--- src/hw/rtl/bdbs_pkg.sv ---
// shared types, codes and address constants of the bus decoder
package bdbs_pkg;

    localparam int unsigned ADDR_W  = 16;
    localparam int unsigned DATA_W  = 8;
    localparam int unsigned MADDR_W = 17;
    localparam int unsigned POFF_W  = 4;
    localparam int unsigned SND_W   = 7;
    localparam int unsigned BANK_W  = 2;
    localparam int unsigned NIB_W   = 4;

    localparam logic CMD_READ  = 1'b0;
    localparam logic CMD_WRITE = 1'b1;

    localparam logic [ADDR_W-1:0] ADDR_PF_LO    = 16'h0100;
    localparam logic [ADDR_W-1:0] ADDR_PF_HI    = 16'h010F;
    localparam logic [ADDR_W-1:0] ADDR_POWER    = 16'h0111;
    localparam logic [ADDR_W-1:0] ADDR_SOUND    = 16'h0115;
    localparam logic [ADDR_W-1:0] ADDR_ID       = 16'h0116;
    localparam logic [ADDR_W-1:0] ADDR_BANK     = 16'h0119;
    localparam logic [ADDR_W-1:0] ADDR_CLKCTL   = 16'h011A;
    localparam logic [ADDR_W-1:0] ADDR_LCDC     = 16'h011E;
    localparam logic [ADDR_W-1:0] ADDR_LCDD     = 16'h011F;
    localparam logic [ADDR_W-1:0] ADDR_RAM_HI   = 16'hCFFF;
    localparam logic [ADDR_W-1:0] ADDR_ROM_LO   = 16'hD000;
    localparam logic [ADDR_W-1:0] ADDR_ROM_HI   = 16'hEFFF;
    localparam logic [ADDR_W-1:0] ADDR_BLOCK_LO = 16'hF800;

    localparam logic [MADDR_W-1:0] ROM_OFFSET = 17'h03000;
    localparam logic [DATA_W-1:0]  ID_VALUE   = 8'h01;
    localparam logic [SND_W-1:0]   SND_HIGH   = 7'h7F;
    localparam logic [SND_W-1:0]   SND_LOW    = 7'h00;

    typedef enum logic [2:0] {
        ROUTE_MEM   = 3'd0,
        ROUTE_PF    = 3'd1,
        ROUTE_LCDC  = 3'd2,
        ROUTE_LCDD  = 3'd3,
        ROUTE_LOCAL = 3'd4,
        ROUTE_POWER = 3'd5,
        ROUTE_SOUND = 3'd6,
        ROUTE_BLOCK = 3'd7
    } t_route;

    typedef struct packed {
        logic              cmd;
        logic [ADDR_W-1:0] bus_address;
        logic [DATA_W-1:0] write_byte;
    } t_req;

    typedef struct packed {
        t_route             route;
        logic [MADDR_W-1:0] mem_address;
        logic               mem_enable;
        logic [POFF_W-1:0]  peripheral_offset;
        logic [DATA_W-1:0]  local_read_data;
        logic               cpu_reset_assert;
        logic [SND_W-1:0]   sound_level;
    } t_rsp;

    typedef struct packed {
        logic [BANK_W-1:0] rom_bank;
        logic [NIB_W-1:0]  bank_latch;
        logic [NIB_W-1:0]  clock_control;
    } t_state;

    typedef struct packed {
        logic              bank_we;
        logic              clkctl_we;
        logic [DATA_W-1:0] data;
    } t_state_upd;

endpackage

--- src/hw/rtl/bdbs_req_if.sv ---
// request channel carrying one cpu bus access
interface bdbs_req_if;
    logic                           valid;
    logic                           ready;
    logic                           cmd;
    logic [bdbs_pkg::ADDR_W-1:0]    bus_address;
    logic [bdbs_pkg::DATA_W-1:0]    write_byte;

    modport source (output valid, output cmd, output bus_address, output write_byte,
                    input ready);
    modport sink   (input valid, input cmd, input bus_address, input write_byte,
                    output ready);
endinterface

--- src/hw/rtl/bdbs_rsp_if.sv ---
// result channel carrying one decoded access
interface bdbs_rsp_if;
    logic                           valid;
    logic                           ready;
    bdbs_pkg::t_route               route;
    logic [bdbs_pkg::MADDR_W-1:0]   mem_address;
    logic                           mem_enable;
    logic [bdbs_pkg::POFF_W-1:0]    peripheral_offset;
    logic [bdbs_pkg::DATA_W-1:0]    local_read_data;
    logic                           cpu_reset_assert;
    logic [bdbs_pkg::SND_W-1:0]     sound_level;

    modport source (output valid, output route, output mem_address, output mem_enable,
                    output peripheral_offset, output local_read_data,
                    output cpu_reset_assert, output sound_level, input ready);
    modport sink   (input valid, input route, input mem_address, input mem_enable,
                    input peripheral_offset, input local_read_data,
                    input cpu_reset_assert, input sound_level, output ready);
endinterface

--- src/hw/rtl/bdbs_state.sv ---
// local register file: rom bank, bank latch and clock control
module bdbs_state (
    input  logic                 i_clk,
    input  logic                 i_rst_n,
    input  logic                 i_en,
    input  bdbs_pkg::t_state_upd i_upd,
    output bdbs_pkg::t_state     o_state
);

    bdbs_pkg::t_state r_state;

    always_ff @(posedge i_clk) begin
        if (!i_rst_n) begin
            r_state <= '0;
        end else if (i_en) begin
            if (i_upd.bank_we) begin
                r_state.rom_bank   <= i_upd.data[bdbs_pkg::BANK_W-1:0];
                r_state.bank_latch <= i_upd.data[bdbs_pkg::NIB_W-1:0];
            end
            if (i_upd.clkctl_we) begin
                r_state.clock_control <= i_upd.data[bdbs_pkg::NIB_W-1:0];
            end
        end
    end

    assign o_state = r_state;

endmodule

--- src/hw/rtl/bdbs_decode.sv ---
// address decode and rom bank translation for one access
module bdbs_decode (
    input  bdbs_pkg::t_req       i_req,
    input  bdbs_pkg::t_state     i_state,
    output bdbs_pkg::t_rsp       o_rsp,
    output bdbs_pkg::t_state_upd o_upd
);

    logic [bdbs_pkg::ADDR_W-1:0]  a;
    logic [bdbs_pkg::DATA_W-1:0]  d;
    logic                         rom_win;
    logic [bdbs_pkg::MADDR_W-1:0] rom_addr;

    assign a = i_req.bus_address;
    assign d = i_req.write_byte;
    assign rom_win = (a >= bdbs_pkg::ADDR_ROM_LO) && (a <= bdbs_pkg::ADDR_ROM_HI);
    // window base 0xd000 lands at 0x10000, each bank is 0x2000 further on
    assign rom_addr = {1'b0, a} + bdbs_pkg::ROM_OFFSET
                    + {2'b00, i_state.rom_bank, 13'b0};

    always_comb begin
        o_rsp = '0;
        o_rsp.route = bdbs_pkg::ROUTE_MEM;
        o_rsp.mem_address = {1'b0, a};
        o_rsp.local_read_data = '0;
        o_rsp.sound_level = bdbs_pkg::SND_LOW;
        o_upd = '0;
        o_upd.data = d;

        if ((a >= bdbs_pkg::ADDR_PF_LO) && (a <= bdbs_pkg::ADDR_PF_HI)) begin
            o_rsp.route = bdbs_pkg::ROUTE_PF;
            o_rsp.peripheral_offset = a[bdbs_pkg::POFF_W-1:0];
        end else if (i_req.cmd == bdbs_pkg::CMD_WRITE) begin
            if (a == bdbs_pkg::ADDR_POWER) begin
                o_rsp.route = bdbs_pkg::ROUTE_POWER;
                o_rsp.cpu_reset_assert = ~d[0];
            end else if (a == bdbs_pkg::ADDR_SOUND) begin
                o_rsp.route = bdbs_pkg::ROUTE_SOUND;
                o_rsp.sound_level = d[0] ? bdbs_pkg::SND_HIGH : bdbs_pkg::SND_LOW;
            end else if (a == bdbs_pkg::ADDR_BANK) begin
                // bank write also lands in the memory array
                o_rsp.route = bdbs_pkg::ROUTE_LOCAL;
                o_rsp.mem_enable = 1'b1;
                o_upd.bank_we = 1'b1;
            end else if (a == bdbs_pkg::ADDR_CLKCTL) begin
                o_rsp.route = bdbs_pkg::ROUTE_LOCAL;
                o_upd.clkctl_we = 1'b1;
            end else if (a == bdbs_pkg::ADDR_LCDC) begin
                o_rsp.route = bdbs_pkg::ROUTE_LCDC;
            end else if (a == bdbs_pkg::ADDR_LCDD) begin
                o_rsp.route = bdbs_pkg::ROUTE_LCDD;
            end else if (a <= bdbs_pkg::ADDR_RAM_HI) begin
                o_rsp.mem_enable = 1'b1;
            end else if (rom_win) begin
                o_rsp.route = bdbs_pkg::ROUTE_BLOCK;
                o_rsp.mem_address = rom_addr;
            end else if (a >= bdbs_pkg::ADDR_BLOCK_LO) begin
                o_rsp.route = bdbs_pkg::ROUTE_BLOCK;
            end else begin
                o_rsp.mem_enable = 1'b1;
            end
        end else begin
            if (a == bdbs_pkg::ADDR_ID) begin
                o_rsp.route = bdbs_pkg::ROUTE_LOCAL;
                o_rsp.local_read_data = bdbs_pkg::ID_VALUE;
            end else if (a == bdbs_pkg::ADDR_BANK) begin
                o_rsp.route = bdbs_pkg::ROUTE_LOCAL;
                o_rsp.local_read_data = {4'h0, i_state.bank_latch};
            end else if (a == bdbs_pkg::ADDR_CLKCTL) begin
                o_rsp.route = bdbs_pkg::ROUTE_LOCAL;
                o_rsp.local_read_data = {4'h0, i_state.clock_control};
            end else if (a == bdbs_pkg::ADDR_LCDC) begin
                o_rsp.route = bdbs_pkg::ROUTE_LCDC;
            end else if (a == bdbs_pkg::ADDR_LCDD) begin
                o_rsp.route = bdbs_pkg::ROUTE_LCDD;
            end else if (rom_win) begin
                o_rsp.mem_address = rom_addr;
                o_rsp.mem_enable = 1'b1;
            end else begin
                o_rsp.mem_enable = 1'b1;
            end
        end
    end

endmodule

--- src/hw/rtl/bus_decode_bank_switch_core.sv ---
// top level of the cpu bus decoder with rom bank switching
// Decodes one cpu bus access per clock, while the result side keeps up, into a
// route code, a 17-bit physical address and a memory enable. A request is taken
// into an input register, decoded against the local registers, and held in a
// result register until taken, so one request is accepted every cycle while the
// result side keeps up. Writes to the bank and clock control registers take effect
// for the very next request.
module bus_decode_bank_switch_core (
    input  logic       i_clk,
    input  logic       i_rst_n,
    bdbs_req_if.sink   i_req,
    bdbs_rsp_if.source o_rsp
);

    logic                 r_in_valid;
    bdbs_pkg::t_req       r_in;
    logic                 r_out_valid;
    bdbs_pkg::t_rsp       r_out;

    bdbs_pkg::t_state     state;
    bdbs_pkg::t_rsp       dec_rsp;
    bdbs_pkg::t_state_upd dec_upd;
    logic                 out_free;
    logic                 advance;

    assign out_free    = !r_out_valid || o_rsp.ready;
    assign advance     = r_in_valid && out_free;
    assign i_req.ready = !r_in_valid || out_free;

    always_ff @(posedge i_clk) begin
        if (!i_rst_n) begin
            r_in_valid  <= 1'b0;
            r_out_valid <= 1'b0;
        end else begin
            if (i_req.ready) begin
                r_in_valid <= i_req.valid;
            end
            if (out_free) begin
                r_out_valid <= r_in_valid;
            end
        end
    end

    always_ff @(posedge i_clk) begin
        if (i_req.valid && i_req.ready) begin
            r_in.cmd         <= i_req.cmd;
            r_in.bus_address <= i_req.bus_address;
            r_in.write_byte  <= i_req.write_byte;
        end
        if (advance) begin
            r_out <= dec_rsp;
        end
    end

    bdbs_decode u_decode (
        .i_req   (r_in),
        .i_state (state),
        .o_rsp   (dec_rsp),
        .o_upd   (dec_upd)
    );

    bdbs_state u_state (
        .i_clk   (i_clk),
        .i_rst_n (i_rst_n),
        .i_en    (advance),
        .i_upd   (dec_upd),
        .o_state (state)
    );

    assign o_rsp.valid             = r_out_valid;
    assign o_rsp.route             = r_out.route;
    assign o_rsp.mem_address       = r_out.mem_address;
    assign o_rsp.mem_enable        = r_out.mem_enable;
    assign o_rsp.peripheral_offset = r_out.peripheral_offset;
    assign o_rsp.local_read_data   = r_out.local_read_data;
    assign o_rsp.cpu_reset_assert  = r_out.cpu_reset_assert;
    assign o_rsp.sound_level       = r_out.sound_level;

    // a blocked access never reaches the memory array
    a_block_no_mem: assert property (@(posedge i_clk) disable iff (!i_rst_n)
        (o_rsp.valid && (o_rsp.route == bdbs_pkg::ROUTE_BLOCK)) |-> !o_rsp.mem_enable)
        else $error("blocked access drives mem_enable");

    a_reset_on_power: assert property (@(posedge i_clk) disable iff (!i_rst_n)
        (o_rsp.valid && o_rsp.cpu_reset_assert) |-> (o_rsp.route == bdbs_pkg::ROUTE_POWER))
        else $error("cpu reset outside a power write");

    a_sound_on_sound: assert property (@(posedge i_clk) disable iff (!i_rst_n)
        (o_rsp.valid && (o_rsp.sound_level != '0))
        |-> (o_rsp.route == bdbs_pkg::ROUTE_SOUND))
        else $error("sound level outside a sound write");

    // bank write must be visible to the next decoded request
    a_bank_update: assert property (@(posedge i_clk) disable iff (!i_rst_n)
        (advance && dec_upd.bank_we)
        |=> (state.rom_bank == $past(dec_upd.data[bdbs_pkg::BANK_W-1:0])))
        else $error("rom bank not updated by bank write");

endmodule

--- src/flat_wrapper.sv ---
// flat-port wrapper written by rule: the top's interface ports become plain ports
module bus_decode_bank_switch_core_flat 
  (i_clk, i_rst_n, i_req_valid, i_req_cmd, i_req_bus_address, i_req_write_byte, i_req_ready, o_rsp_valid, o_rsp_route, o_rsp_mem_address, o_rsp_mem_enable, o_rsp_peripheral_offset, o_rsp_local_read_data, o_rsp_cpu_reset_assert, o_rsp_sound_level, o_rsp_ready);
  bdbs_req_if i_req_i ();
  bdbs_rsp_if o_rsp_i ();
  input  logic i_clk;
  input  logic i_rst_n;
  input wire logic [$bits(i_req_i.valid)-1:0] i_req_valid;
  input wire logic [$bits(i_req_i.cmd)-1:0] i_req_cmd;
  input wire logic [$bits(i_req_i.bus_address)-1:0] i_req_bus_address;
  input wire logic [$bits(i_req_i.write_byte)-1:0] i_req_write_byte;
  output wire logic [$bits(i_req_i.ready)-1:0] i_req_ready;
  output wire logic [$bits(o_rsp_i.valid)-1:0] o_rsp_valid;
  output wire logic [$bits(o_rsp_i.route)-1:0] o_rsp_route;
  output wire logic [$bits(o_rsp_i.mem_address)-1:0] o_rsp_mem_address;
  output wire logic [$bits(o_rsp_i.mem_enable)-1:0] o_rsp_mem_enable;
  output wire logic [$bits(o_rsp_i.peripheral_offset)-1:0] o_rsp_peripheral_offset;
  output wire logic [$bits(o_rsp_i.local_read_data)-1:0] o_rsp_local_read_data;
  output wire logic [$bits(o_rsp_i.cpu_reset_assert)-1:0] o_rsp_cpu_reset_assert;
  output wire logic [$bits(o_rsp_i.sound_level)-1:0] o_rsp_sound_level;
  input wire logic [$bits(o_rsp_i.ready)-1:0] o_rsp_ready;
  assign i_req_i.valid = i_req_valid;
  assign i_req_i.cmd = i_req_cmd;
  assign i_req_i.bus_address = i_req_bus_address;
  assign i_req_i.write_byte = i_req_write_byte;
  assign i_req_ready = i_req_i.ready;
  assign o_rsp_valid = o_rsp_i.valid;
  assign o_rsp_route = o_rsp_i.route;
  assign o_rsp_mem_address = o_rsp_i.mem_address;
  assign o_rsp_mem_enable = o_rsp_i.mem_enable;
  assign o_rsp_peripheral_offset = o_rsp_i.peripheral_offset;
  assign o_rsp_local_read_data = o_rsp_i.local_read_data;
  assign o_rsp_cpu_reset_assert = o_rsp_i.cpu_reset_assert;
  assign o_rsp_sound_level = o_rsp_i.sound_level;
  assign o_rsp_i.ready = o_rsp_ready;
  bus_decode_bank_switch_core u_core (.i_clk(i_clk), .i_rst_n(i_rst_n), .i_req(i_req_i), .o_rsp(o_rsp_i));
endmodule
--- config.mk ---
export PLATFORM = sky130hd
export DESIGN_NAME = bus_decode_bank_switch_core_flat
export DESIGN_NICKNAME = d
export VERILOG_FILES = /design/src/hw/rtl/bdbs_pkg.sv /design/src/hw/rtl/bdbs_req_if.sv /design/src/hw/rtl/bdbs_rsp_if.sv /design/src/hw/rtl/bdbs_state.sv /design/src/hw/rtl/bdbs_decode.sv /design/src/hw/rtl/bus_decode_bank_switch_core.sv /design/src/flat_wrapper.sv
export SDC_FILE = /design/constraint.sdc
export NUM_CORES = 1
export LEC_CHECK = 0
export ABC_CLOCK_PERIOD_IN_PS = 5200
export BUFFER_PORTS_ARGS = -buffer_cell sky130_fd_sc_hd__buf_2
export CORE_MARGIN = 2
export CORE_UTILIZATION = 41
export CTS_BUF_LIST = sky130_fd_sc_hd__clkbuf_8
export CTS_CLUSTER_SIZE = 14
export DETAILED_ROUTE_END_ITERATION = 12
export SLEW_MARGIN = 40
export SYNTH_ARGS = -nofsm -noshare
export SYNTH_HDL_FRONTEND = slang
export SYNTH_SLANG_ARGS = --single-unit
--- constraint.sdc ---
create_clock -name i_clk -period 5.2 [get_ports i_clk]
set_input_delay 0.78 -clock i_clk [delete_from_list [all_inputs] [get_ports i_clk]]
set_output_delay 0.78 -clock i_clk [all_outputs]
set_load 0.01 [all_outputs]
# Yosys cells after proc, flatten, opt, wreduce, memory -nomap -nowiden
# Cells that the tools add are included.
# Widths: inputs -> output; s select.
# word_totals
regBits	74
in_bits	29
out_inout_bits	43
wordCells	95
# classes
n_addsub	2
magnitude_cmp	6
eq_ne	7
n_mux	43
bitwise	4
n_reduce_logical	15
# op_table
operator	count
$mux 18	10
$eq 16x9->1 const B	7
$mux 17	3
$mux 3	11
$ge 16x16->1 const B	2
$le 16x16->1 const B	2
$mux 21	1
$mux 20	1
$add 16x14->17 const B	1
$add 17x15->17	1
$ge 16x9->1 const B	1
$le 16x9->1 const B	1
$mux 2	6
$mux 1	8
$mux 4	2
$reduce_or 4->1	2
$mux 7	1
$reduce_or 3->1	2
$logic_and 1x1->1	4
$not 1->1	4
$reduce_and 2->1	2
$logic_not 1->1	2
$logic_or 1x1->1	2
$reduce_or 2->1	1

# Longest topological paths before layout
# Gate-level depths: netlist (run 1).
# depth
ltp_word	12
depth_mapped	7
mapped_depth_nobuf	7

# By module
# A second synthesis (run 1) with hierarchy kept.
# hier_totals
hier_cells	232
area_unflattened_um2	3289.4
# modules_own_cells
mod	n_inst	cells_each	area_each_um2	seq_area_each_um2
bus_decode_bank_switch_core	1	75	2085.8	2021.9
bdbs_decode	1	118	849.6	0.0
bdbs_state	1	39	354.1	160.2

# Least setup slack after synthesis (run 1)
# Ideal clock, no wire load.
# synth_timing
kind	input to register
start	input port o_rsp_ready
end	register u_core.u_state.r_state (netlist bit u_core.u_state.o_state[0])
setup_time_ns	0.072
t_arrival_ns	2.318
t_required_ns	5.128
path_slack_ns	2.810
stages	5
path_buffers	0
cell_sequence	nor2b_1 > and2b_1 > nand4_4 > nor2_4 > mux2i_1
# synth_via
elab_chain_len	3
# synth_rtl
element	line	source
start: declaration	flat_wrapper.sv:21	input wire logic [$bits(o_rsp_i.ready)-1:0] o_rsp_ready;
$logic_or 1x1->1	bus_decode_bank_switch_core.sv:26	assign out_free = !r_out_valid || o_rsp.ready;
$logic_and 1x1->1	bus_decode_bank_switch_core.sv:27	assign advance = r_in_valid && out_free;
net u_core.advance	bus_decode_bank_switch_core.sv:24	logic advance;
$reduce_and 2->1 (no source line)	-	
end: declaration	bdbs_state.sv:10	bdbs_pkg::t_state r_state;
# The timed path passes the listed nets, and every way through them passes these cells.
# A chain may end at the register's enable or synchronous reset.

# Final worst setup path (run 1)
# layout_timing
start	input port o_rsp_ready
end	output port i_req_ready
# layout_via
elab_chain_len	2
# layout_rtl
element	line	source
$logic_or 1x1->1	bus_decode_bank_switch_core.sv:26	
$logic_or 1x1->1	bus_decode_bank_switch_core.sv:28	assign i_req.ready = !r_in_valid || out_free;
end: declaration	flat_wrapper.sv:12	output wire logic [$bits(i_req_i.ready)-1:0] i_req_ready;
# Every way passes these cells.

==> results of run 1 <==
registers in the layout, summed over array words and instances (netlist names):
name                            count
u_core.o_rsp.cpu_reset_assert       1
u_core.o_rsp.local_read_data        4
u_core.o_rsp.mem_address           17
u_core.o_rsp.mem_enable             1
u_core.o_rsp.peripheral_offset      4
u_core.o_rsp.route                  3
u_core.o_rsp.sound_level            1
u_core.o_rsp.valid                  1
u_core.r_in                        21
u_core.r_in_valid                   1
u_core.u_state.o_state              8
area by class of cell:
class | instances | area (sq um) | share of cell area, %
Clock inverter | 7 | 55.1 | 1.74
Sequential cell | 62 | 1760 | 55.8
Multi-Input combinational cell | 109 | 785 | 24.8
Timing Repair Buffer | 64 | 323 | 10.2
Tap cell | 77 | 96.3 | 3.05
Clock buffer | 9 | 124 | 3.92
Inverter | 4 | 15.0 | 0.475
cell usage after synthesis, types with 2 or more instances:
master and count:
a21o_1 2, a21oi_1 5, a22oi_1 3, and2_1 5
buf_4 10, clkbuf_1 2, dfxtp_1 10, edfxtp_1 52
ha_1 5, inv_1 4, mux2i_1 8, nand2_1 21
nand2b_1 3, nor2_1 10, nor2_4 2, nor2b_1 2
nor3_1 5, o21ai_0 5, xnor2_1 2
routing by layer:
layer,vias to the layer above,wire length [microns]
met1,739,1920
met5,-,0
met2,60,2140
met4,0,64
li1,802,-
met3,8,261
per-stage QoR:
step,worst slack [ns],power [W],cells,util (%)
detailed placement,2.99,0.000660,316,47.5
floorplan,2.81,0.000633,187,-
global route,3.03,0.00108,332,50.3
global placement,3.02,0.000659,316,47.5
CTS,3.08,0.00105,332,50.3
finish,3.09,0.00103,332,50.3
worst reg2reg max path, cell delays in order (launching register included):
cell      delay [ns]
edfxtp_1        0.47
inv_1           0.11
ha_1            0.29
inv_1           0.04
ha_1            0.22
fa_1            0.42
mux2_2          0.26
cell families after synthesis:
family / count (synthesis) / synth area share (%)
mux: 9 / 3.47
xor+xnor: 2 / 0.666
flops: 62 / 67.0
simple gates: 65 / 16.1
fa+ha+maj: 6 / 3.14
compound gates: 23 / 5.80
buf+inv: 16 / 3.71
other cells: 1 / 0.143
worst max-delay path by stage:
| stage | startpoint | to | cells after the start |
|---|---|---|---|
| 2_1_floorplan | o_rsp_ready | u_core.u_state.o_state[0] | 5 |
| 3_3_place_gp | o_rsp_ready | u_core.u_state.o_state[0] | 7 |
| 3_5_place_dp | o_rsp_ready | u_core.u_state.o_state[0] | 7 |
| 4_1_cts | o_rsp_ready | i_req_ready | 4 |
| 5_1_grt | u_core.r_in[21] | u_core.o_rsp.mem_address[14] | 6 |
| 6_report | o_rsp_ready | i_req_ready | 4 |
power by group:
part	internal (W)	switching, W
logic	0.0000290	0.0000396
registers	0.000564	0.0000153
clock network	0.000213	0.000167
==> flow_metrics.py, run 1 <==
metrics = {
    "outcome": {
        "status": "finished, final reports clean",
    },
    "die": {
        "dieArea_sq_mm": 0.00707,
        "die_w_microns": 84.1,
        "ios": 72,
        "num_rows": 29,
        "core_area_sq_mm": 0.00628,
        "initial_core_util_pct": 41.9,
        "fp.dieH_microns": 84.1,
    },
    "sta": {
        "tightestPinTransition_ns": 0.506,
        "max_slew_margin_pct": 66.2,
        "period_minus_slack_ns": 2.11,
        "finalSetupViolations": 0,
        "finClkSkew_ns": 0.00939,
        "rsz0062_at_grt": "false",
        "hold_violations": 0,
        "finalMaxSlewViolations": 0,
        "max_freq_mhz": 474,
        "whs_ns": 0.460,
        "period_share_pct": 40.6,
        "fin_tns_setup_ns": 0,
    },
    "cells_and_area": {
        "fillers": 563,
        "antennaDiodeCount": 0,
        "drive_gt1_share_pct": 35.7,
        "mostFrequentLayoutCell": "buf_2",
        "nNetsFinal": 285,
        "area.growth.synth_to_final_pct": 20.1,
        "layout_common_cells": "buf_2, edfxtp_1, nand2_1, nor2_1, dfxtp_1",
        "postLayoutCellArea_sq_mm": 0.00316,
    },
    "detailed_routing": {
        "wirelength_microns": 4380,
        "viasPerCell": 4.85,
        "firstDrtPassIters": 4,
        "ant_nets": 0,
        "wire_per_inst_microns": 13.2,
        "drt_iter0_drc": 87,
        "vias": 1609,
        "remaining_drc_errors": 0,
    },
    "yosys": {
        "netlist_area_sq_mm": 0.00263,
        "synth_area_leaders": "edfxtp_1, dfxtp_1, mux2i_1",
        "synth_seq_cells": 62,
        "ys_types": 47,
        "synth-seq-area-share_pct": 67.0,
        "synth-edff-count": 52,
        "synthArstFlopShare_pct": 0,
        "synth_warnings": 0,
        "syn_area_per_cell_sq_um": 14.3,
        "synth_top_area_cell": "edfxtp_1",
        "synthFlopType": "edfxtp_1",
        "syn_inst": 184,
        "synth_top_area_share_pct": 59.3,
    },
    "setup_path": {
        "rr_worst_depth": 6,
        "rrSetupSlack_ns": 3.14,
        "endpoint_kind": "primary output",
        "cp-start-kind": "primary input",
        "cp_data_required_time_ns": 4.42,
        "crit_chain": "buf_2, nor2b_1, nand2_1, buf_2",
        "crit_path_frequent_cell": "buf_2",
        "cp_top_family": "simple AND/OR/NAND/NOR gates",
        "arrival_ns": 1.33,
        "max_stage_delay_ns": 0.21,
        "path_max_fanout": 4,
        "critPathBufInv": 2,
        "crit_type": "primary input to primary output",
        "reg2reg_to": "u_core.o_rsp.mem_address[14]",
        "slowest_stage": "nor2b_1",
        "rr_startpoint": "u_core.r_in[21]",
    },
    "power_and_ir_drop": {
        "peakVddDrop_mv": 0.219,
        "leakage_nw": 1.21,
        "powerDensity_mw_per_mm2": 325,
    },
    "clock_network": {
        "cts_made_buffers": 9,
        "path_clk_slew_ns": 0.06,
        "cts_tree": "done",
        "clockRootBuffer": "clkbuf_8",
        "worstSkewPairLatency_ns": 0.33,
        "postCtsSetupBuffers": 0,
        "ctsLongestPathBuffers": 2,
        "cts_hold_buffers": 0,
        "htreeDepth": 3,
        "post_cts_resized": 0,
        "cts_sinks": 62,
    },
    "global_routing": {
        "grt_pass1_vias": 1507,
        "grt.busiest_layer": "met2",
        "grt_max_degree": 33,
        "grt_use_met1_pct": 16.3,
        "antenna_found_initial": 0,
        "gr-total-overflow": 0,
        "met3_usage_pct": 5.24,
        "grtUsageMet2_pct": 20.2,
        "globalRouteTotalUtil_pct": 13.5,
        "grt_pass1_wl_microns": 7110,
    },
    "min_path": {
        "worstHoldEndpoint": "u_core.u_state.o_state[7]",
        "holdPathStages": 2,
        "min-delay-start": "u_core.u_state.o_state[7]",
        "hold_class": "flip-flop to flip-flop",
    },
    "place": {
        "gp_congestion": 0.841,
        "place_area_sq_mm": 0.00298,
        "dp_hpwl_microns": 3120,
        "io_buffers": 63,
    },
    "job": {
        "maxCapViolations": 0,
    },
}
(Power assumes the default switching activity.)
==> run 2: changes to the inputs <==
--- a/config.mk
+++ b/config.mk
@@ -5,7 +5,8 @@
 export SDC_FILE = /design/constraint.sdc
 export NUM_CORES = 1
 export LEC_CHECK = 0
-export ABC_CLOCK_PERIOD_IN_PS = 5200
+export ABC_AREA = 1
+export ABC_CLOCK_PERIOD_IN_PS = 2150
 export BUFFER_PORTS_ARGS = -buffer_cell sky130_fd_sc_hd__buf_2
 export CORE_MARGIN = 2
 export CORE_UTILIZATION = 41
==> constraint.sdc (replaced) <==
create_clock -name i_clk -period 2.15 [get_ports i_clk]
set_input_delay 0.3225 -clock i_clk [delete_from_list [all_inputs] [get_ports i_clk]]
set_output_delay 0.3225 -clock i_clk [all_outputs]
set_load 0.01 [all_outputs]
==> run 2 against run 1 <==
Compared with the run above: sequential power rose by 140%; combinational power increased to 2.7 times the previous value; count of clock-buffer cells in the layout unchanged; first-iteration DRC count increased by 75%; final area is 7.8% higher; highest routed layer unchanged; global-route usage rose by 1.7 points; core utilization increased by 0.38 points; die area increased by 6.8%; final cell count increased by 26%; sequential share of layout area fell by 4.1 points; area after synthesis grew 7.2%.
==> flow_metrics.py, run 2 <==
metrics = {
    "yosys": {
        "synthTopCellsByCount": "edfxtp_1, nand2_1, inv_1",
        "synth_area_leaders": "edfxtp_1, dfxtp_1, nand2_1",
        "synthArstFlopShare_pct": 0,
        "synth_seq_cells": 62,
        "syn_inst": 264,
        "synth_top_area_cell": "edfxtp_1",
        "ys_types": 30,
        "synth_top_area_share_pct": 55.4,
        "yosysMostFrequentCell": "edfxtp_1",
        "synth-edff-count": 52,
        "synth-seq-area-share_pct": 62.5,
        "synthFlopType": "edfxtp_1",
        "netlist_area_sq_mm": 0.00282,
        "synth_warnings": 0,
        "syn_area_per_cell_sq_um": 10.7,
    },
    "clock_network": {
        "ctsLongestPathBuffers": 2,
        "postCtsSetupBuffers": 0,
        "worstSkewPairLatency_ns": 0.33,
        "post_cts_resized": 0,
        "path_clk_slew_ns": 0.07,
        "clockRootBuffer": "clkbuf_8",
        "cts_hold_buffers": 0,
        "cts_sinks": 62,
        "cts_tree": "done",
        "cts_made_buffers": 9,
        "htreeDepth": 3,
    },
    "setup_path": {
        "rr_startpoint": "u_core.r_in[21]",
        "startpoint": "u_core.r_in[21]",
        "arrival_ns": 1.94,
        "cp-start-kind": "flip-flop",
        "endpoint_kind": "flip-flop",
        "path_max_fanout": 3,
        "crit_type": "flip-flop to flip-flop",
        "cp_data_required_time_ns": 2.23,
    },
    "cells_and_area": {
        "layout_common_cells": "buf_2, edfxtp_1, nand2_1, inv_1, nor2_1",
        "largest_reg_flops": 21,
        "drive_gt1_share_pct": 31.7,
        "nNetsFinal": 368,
        "area.growth.synth_to_final_pct": 20.8,
        "postLayoutCellArea_sq_mm": 0.00341,
        "mostFrequentLayoutCell": "buf_2",
        "fillers": 637,
        "top_register": "u_core.r_in",
        "antennaDiodeCount": 0,
    },
    "global_routing": {
        "grt_max_degree": 23,
        "grt_pass1_vias": 1797,
        "antenna_found_initial": 0,
        "globalRouteTotalUtil_pct": 15.2,
        "grt_pass1_wl_microns": 8470,
        "gr-total-overflow": 0,
    },
    "sta": {
        "max_freq_mhz": 538,
        "period_share_pct": 86.5,
        "period_minus_slack_ns": 1.86,
        "hold_violations": 0,
        "finClkSkew_ns": 0.00704,
        "finalMaxSlewViolations": 0,
        "fin_tns_setup_ns": 0,
        "finalSetupViolations": 0,
        "whs_ns": 0.161,
        "tightestPinTransition_ns": 0.547,
        "max_slew_margin_pct": 63.5,
        "rsz0062_at_grt": "false",
    },
    "place": {
        "dp_hpwl_microns": 3810,
        "io_buffers": 63,
        "place_area_sq_mm": 0.00320,
        "gp_congestion": 0.871,
    },
    "die": {
        "ios": 72,
        "initial_core_util_pct": 42.0,
        "num_rows": 30,
        "die_w_microns": 86.9,
        "fp.dieH_microns": 86.9,
        "core_area_sq_mm": 0.00672,
        "dieArea_sq_mm": 0.00756,
    },
    "detailed_routing": {
        "ant_nets": 0,
        "vias": 1957,
        "wirelength_microns": 5210,
        "remaining_drc_errors": 0,
        "firstDrtPassIters": 4,
        "drt_iter0_drc": 152,
        "wire_per_inst_microns": 12.5,
        "viasPerCell": 4.68,
    },
    "outcome": {
        "status": "finished, final reports clean",
    },
    "power_and_ir_drop": {
        "leakage_nw": 1.46,
        "powerDensity_mw_per_mm2": 775,
        "peakVddDrop_mv": 0.535,
    },
    "job": {
        "maxCapViolations": 0,
    },
    "min_path": {
        "hold_class": "primary input to flip-flop",
        "min-delay-start": "i_req_bus_address[9]",
    },
}
[run 2: kinds of logic after synthesis]
logic type,after synthesis,synth area share [%]
buffers and inverters,48,7.76
flip-flops,62,62.5
other,1,0.133
adder cells (fa/ha/maj),6,2.93
XOR/XNOR,2,0.621
AO/OA/AOI/OAI,23,4.21
AND/OR/NAND/NOR,122,21.9
[run 2: critical path, cell delays in order (launching register included)]
cell and delay (ns):
edfxtp_1 0.38, inv_1 0.08, ha_1 0.28, inv_1 0.04
ha_1 0.22, fa_1 0.38, xnor2_1 0.15, a21oi_1 0.09
[run 2: cell type report]
cell class	count	area, sq um	share of cell area, %
Multi-Input combinational cell	157	851	25.0
Clock inverter	7	81.3	2.39
Inverter	37	139	4.08
Timing Repair Buffer	66	350	10.3
Tap cell	80	100	2.94
Clock buffer	9	124	3.64
Sequential cell	62	1760	51.7
[run 2: metal layers]
| metal | routed length [microns] | vias up | global-route usage [%] | share of wire [%] |
|---|---|---|---|---|
| li1 | - | 1012 | - | - |
| met1 | 2330 | 878 | 19.3 | 45 |
| met3 | 284 | 2 | 4.55 | 5.5 |
| met5 | 0 | - | 0 | 0 |
| met2 | 2550 | 65 | 23.9 | 49 |
| met4 | 41 | 0 | 7.39 | 0.79 |
[run 2: final timing paths]
path	endpoint	slack, ns	cells past startpoint
hold reg to reg	u_core.u_state.o_state[1]	0.47	2
hold / removal	u_core.r_in[17]	0.16	1
setup reg to reg	u_core.o_rsp.mem_address[15]	0.29	7
setup / recovery	u_core.o_rsp.mem_address[15]	0.29	7
[run 2: per-stage QoR]
step	cells	power, W	worst slack [ns]	utilization [%]
6_report	418	0.00264	0.290	50.7
2_1_floorplan	267	0.00154	0.401	-
3_5_place_dp	402	0.00161	0.306	47.7
3_3_place_gp	402	0.00161	0.340	47.7
5_1_grt	418	0.00277	0.213	50.7
4_1_cts	418	0.00268	0.294	50.7
[run 2: where the power goes]
part,switching (W),total (W),internal (W)
logic,0.000117,0.000188,0.0000711
clock network,0.000418,0.00105,0.000636
registers,0.0000334,0.00140,0.00136
==> run 3: changes to the inputs <==
==> constraint.sdc (replaced) <==
create_clock -name i_clk -period 2.15 [get_ports i_clk]
set_input_delay 0.43 -clock i_clk [delete_from_list [all_inputs] [get_ports i_clk]]
set_output_delay 0.43 -clock i_clk [all_outputs]
set_load 0.01 [all_outputs]
==> run 3 against run 2 <==
Compared with the run above: power is 3.2% lower; sequential share of layout area increased by 0.23 points; count of clock-buffer cells in the layout unchanged; via count is 0.92% higher; register-to-register slack about the same; first-iteration DRC count is 3.3% lower; worst setup slack improved by 0.012 ns; combinational power barely moved; clock power fell by 8%; fmax up 0.65%; non-clock buffer count unchanged; critical path type unchanged; largest power group unchanged.
==> flow_metrics.py, run 3 (synthesis gave the netlist of run 2 again) <==
metrics = {
    "clock_network": {
        "cts_tree": "done",
        "cts_made_buffers": 9,
        "post_cts_resized": 0,
        "worstSkewPairLatency_ns": 0.34,
        "clockRootBuffer": "clkbuf_8",
        "cts_sinks": 62,
        "postCtsSetupBuffers": 0,
        "ctsLongestPathBuffers": 2,
        "cts_hold_buffers": 0,
        "path_clk_slew_ns": 0.07,
        "htreeDepth": 3,
    },
    "detailed_routing": {
        "firstDrtPassIters": 4,
        "ant_nets": 0,
        "vias": 1975,
        "wire_per_inst_microns": 12.6,
        "viasPerCell": 4.72,
        "wirelength_microns": 5280,
        "remaining_drc_errors": 0,
        "drt_iter0_drc": 147,
    },
    "place": {
        "dp_cells": 402,
        "preCtsSetupSlack_ns": 0.301,
        "gp_congestion": 0.860,
        "dp_hpwl_microns": 4000,
        "io_buffers": 63,
    },
    "global_routing": {
        "grt_pass1_vias": 1890,
        "gr-total-overflow": 0,
        "grt_max_degree": 22,
        "antenna_found_initial": 0,
        "globalRouteTotalUtil_pct": 16.0,
        "grt_pass1_wl_microns": 8870,
    },
    "sta": {
        "fin_tns_setup_ns": 0,
        "max_slew_margin_pct": 65.7,
        "max_freq_mhz": 541,
        "whs_ns": 0.264,
        "period_share_pct": 85.9,
        "rsz0062_at_grt": "false",
        "hold_violations": 0,
        "finalMaxSlewViolations": 0,
        "setup_ws_ns": 0.302,
        "finalSetupViolations": 0,
        "tightestPinTransition_ns": 0.514,
        "period_minus_slack_ns": 1.85,
        "finClkSkew_ns": 0.00954,
    },
    "cells_and_area": {
        "final_cells": 418,
        "mostFrequentLayoutCell": "buf_2",
        "antennaDiodeCount": 0,
        "top_register": "u_core.r_in",
        "drive_gt1_share_pct": 32.2,
        "area.growth.synth_to_final_pct": 20.3,
        "largest_reg_flops": 21,
        "fillers": 636,
        "nNetsFinal": 368,
        "layout_common_cells": "buf_2, edfxtp_1, nand2_1, inv_1, nor2_1",
    },
    "setup_path": {
        "rr_startpoint": "u_core.r_in[21]",
        "rr_worst_depth": 7,
        "path_max_fanout": 3,
        "rrSetupSlack_ns": 0.30,
        "cp_data_required_time_ns": 2.23,
        "arrival_ns": 1.93,
        "cp-start-kind": "flip-flop",
        "endpoint_kind": "flip-flop",
        "startpoint": "u_core.r_in[21]",
        "crit_type": "flip-flop to flip-flop",
    },
    "die": {
        "die_w_microns": 86.9,
        "dieArea_sq_mm": 0.00756,
        "core_area_sq_mm": 0.00672,
        "num_rows": 30,
        "fp.dieH_microns": 86.9,
        "initial_core_util_pct": 42.0,
        "ios": 72,
    },
    "power_and_ir_drop": {
        "total_power_w": 0.00255,
        "powerDensity_mw_per_mm2": 753,
        "leakage_nw": 1.44,
        "peakVddDrop_mv": 0.352,
    },
    "job": {
        "maxCapViolations": 0,
    },
    "min_path": {
        "min-delay-start": "i_req_write_byte[3]",
        "holdPathStages": 1,
        "hold_class": "primary input to flip-flop",
    },
    "outcome": {
        "status": "finished, final reports clean",
    },
}
run 3: cell count changes in the layout (fill, tap and decap cells not counted):
cell and delta:
clkinvlp_4 +3, bufinv_16 -1, clkinv_1 -1, inv_1 -1
run 3: routing by layer:
| layer | share of wire (%) | GRT usage, % | wire [microns] |
|---|---|---|---|
| met1 | 46 | 20.3 | 2410 |
| met2 | 48 | 24.6 | 2510 |
| met3 | 5.0 | 4.83 | 262 |
| met4 | 1.9 | 8.52 | 100 |
| met5 | 0 | 0 | 0 |
run 3: final timing paths:
path / to
setup reg to reg: u_core.o_rsp.mem_address[15]
hold / removal: u_core.r_in[3]
hold reg to reg: u_core.u_state.o_state[7]
setup / recovery: u_core.o_rsp.mem_address[15]
run 3: area by class of cell:
class                   instances  area (sq um)  area share [%]
clock inverters                 7          66.3            1.95
clock buffers                   9           124            3.65
inverters                      37           139            4.09
repair buffers                 66           350            10.3
multi-input cells             157           851            25.1
flip-flops and latches         62          1760            51.9
well taps                      80           100            2.95
run 3: critical path, cell delays in order, from the launching register on:
cell      delay, ns
edfxtp_1       0.38
inv_1          0.08
ha_1           0.27
inv_1          0.04
ha_1           0.21
fa_1           0.39
xnor2_1        0.15
a21oi_1        0.09
run 3: through the flow:
stage / utilization [%] / cell area (sq um)
after CTS: 50.5 / 3390
after global routing: 50.5 / 3390
after global placement: 47.7 / 3200
after floorplan: - / 2830
after detailed placement: 47.7 / 3200
final: 50.5 / 3390
run 3: report_power, final:
part / switching (W) / internal, W
Sequential: 0.0000333 / 0.00136
Clock: 0.000443 / 0.000526
Combinational: 0.000118 / 0.0000710
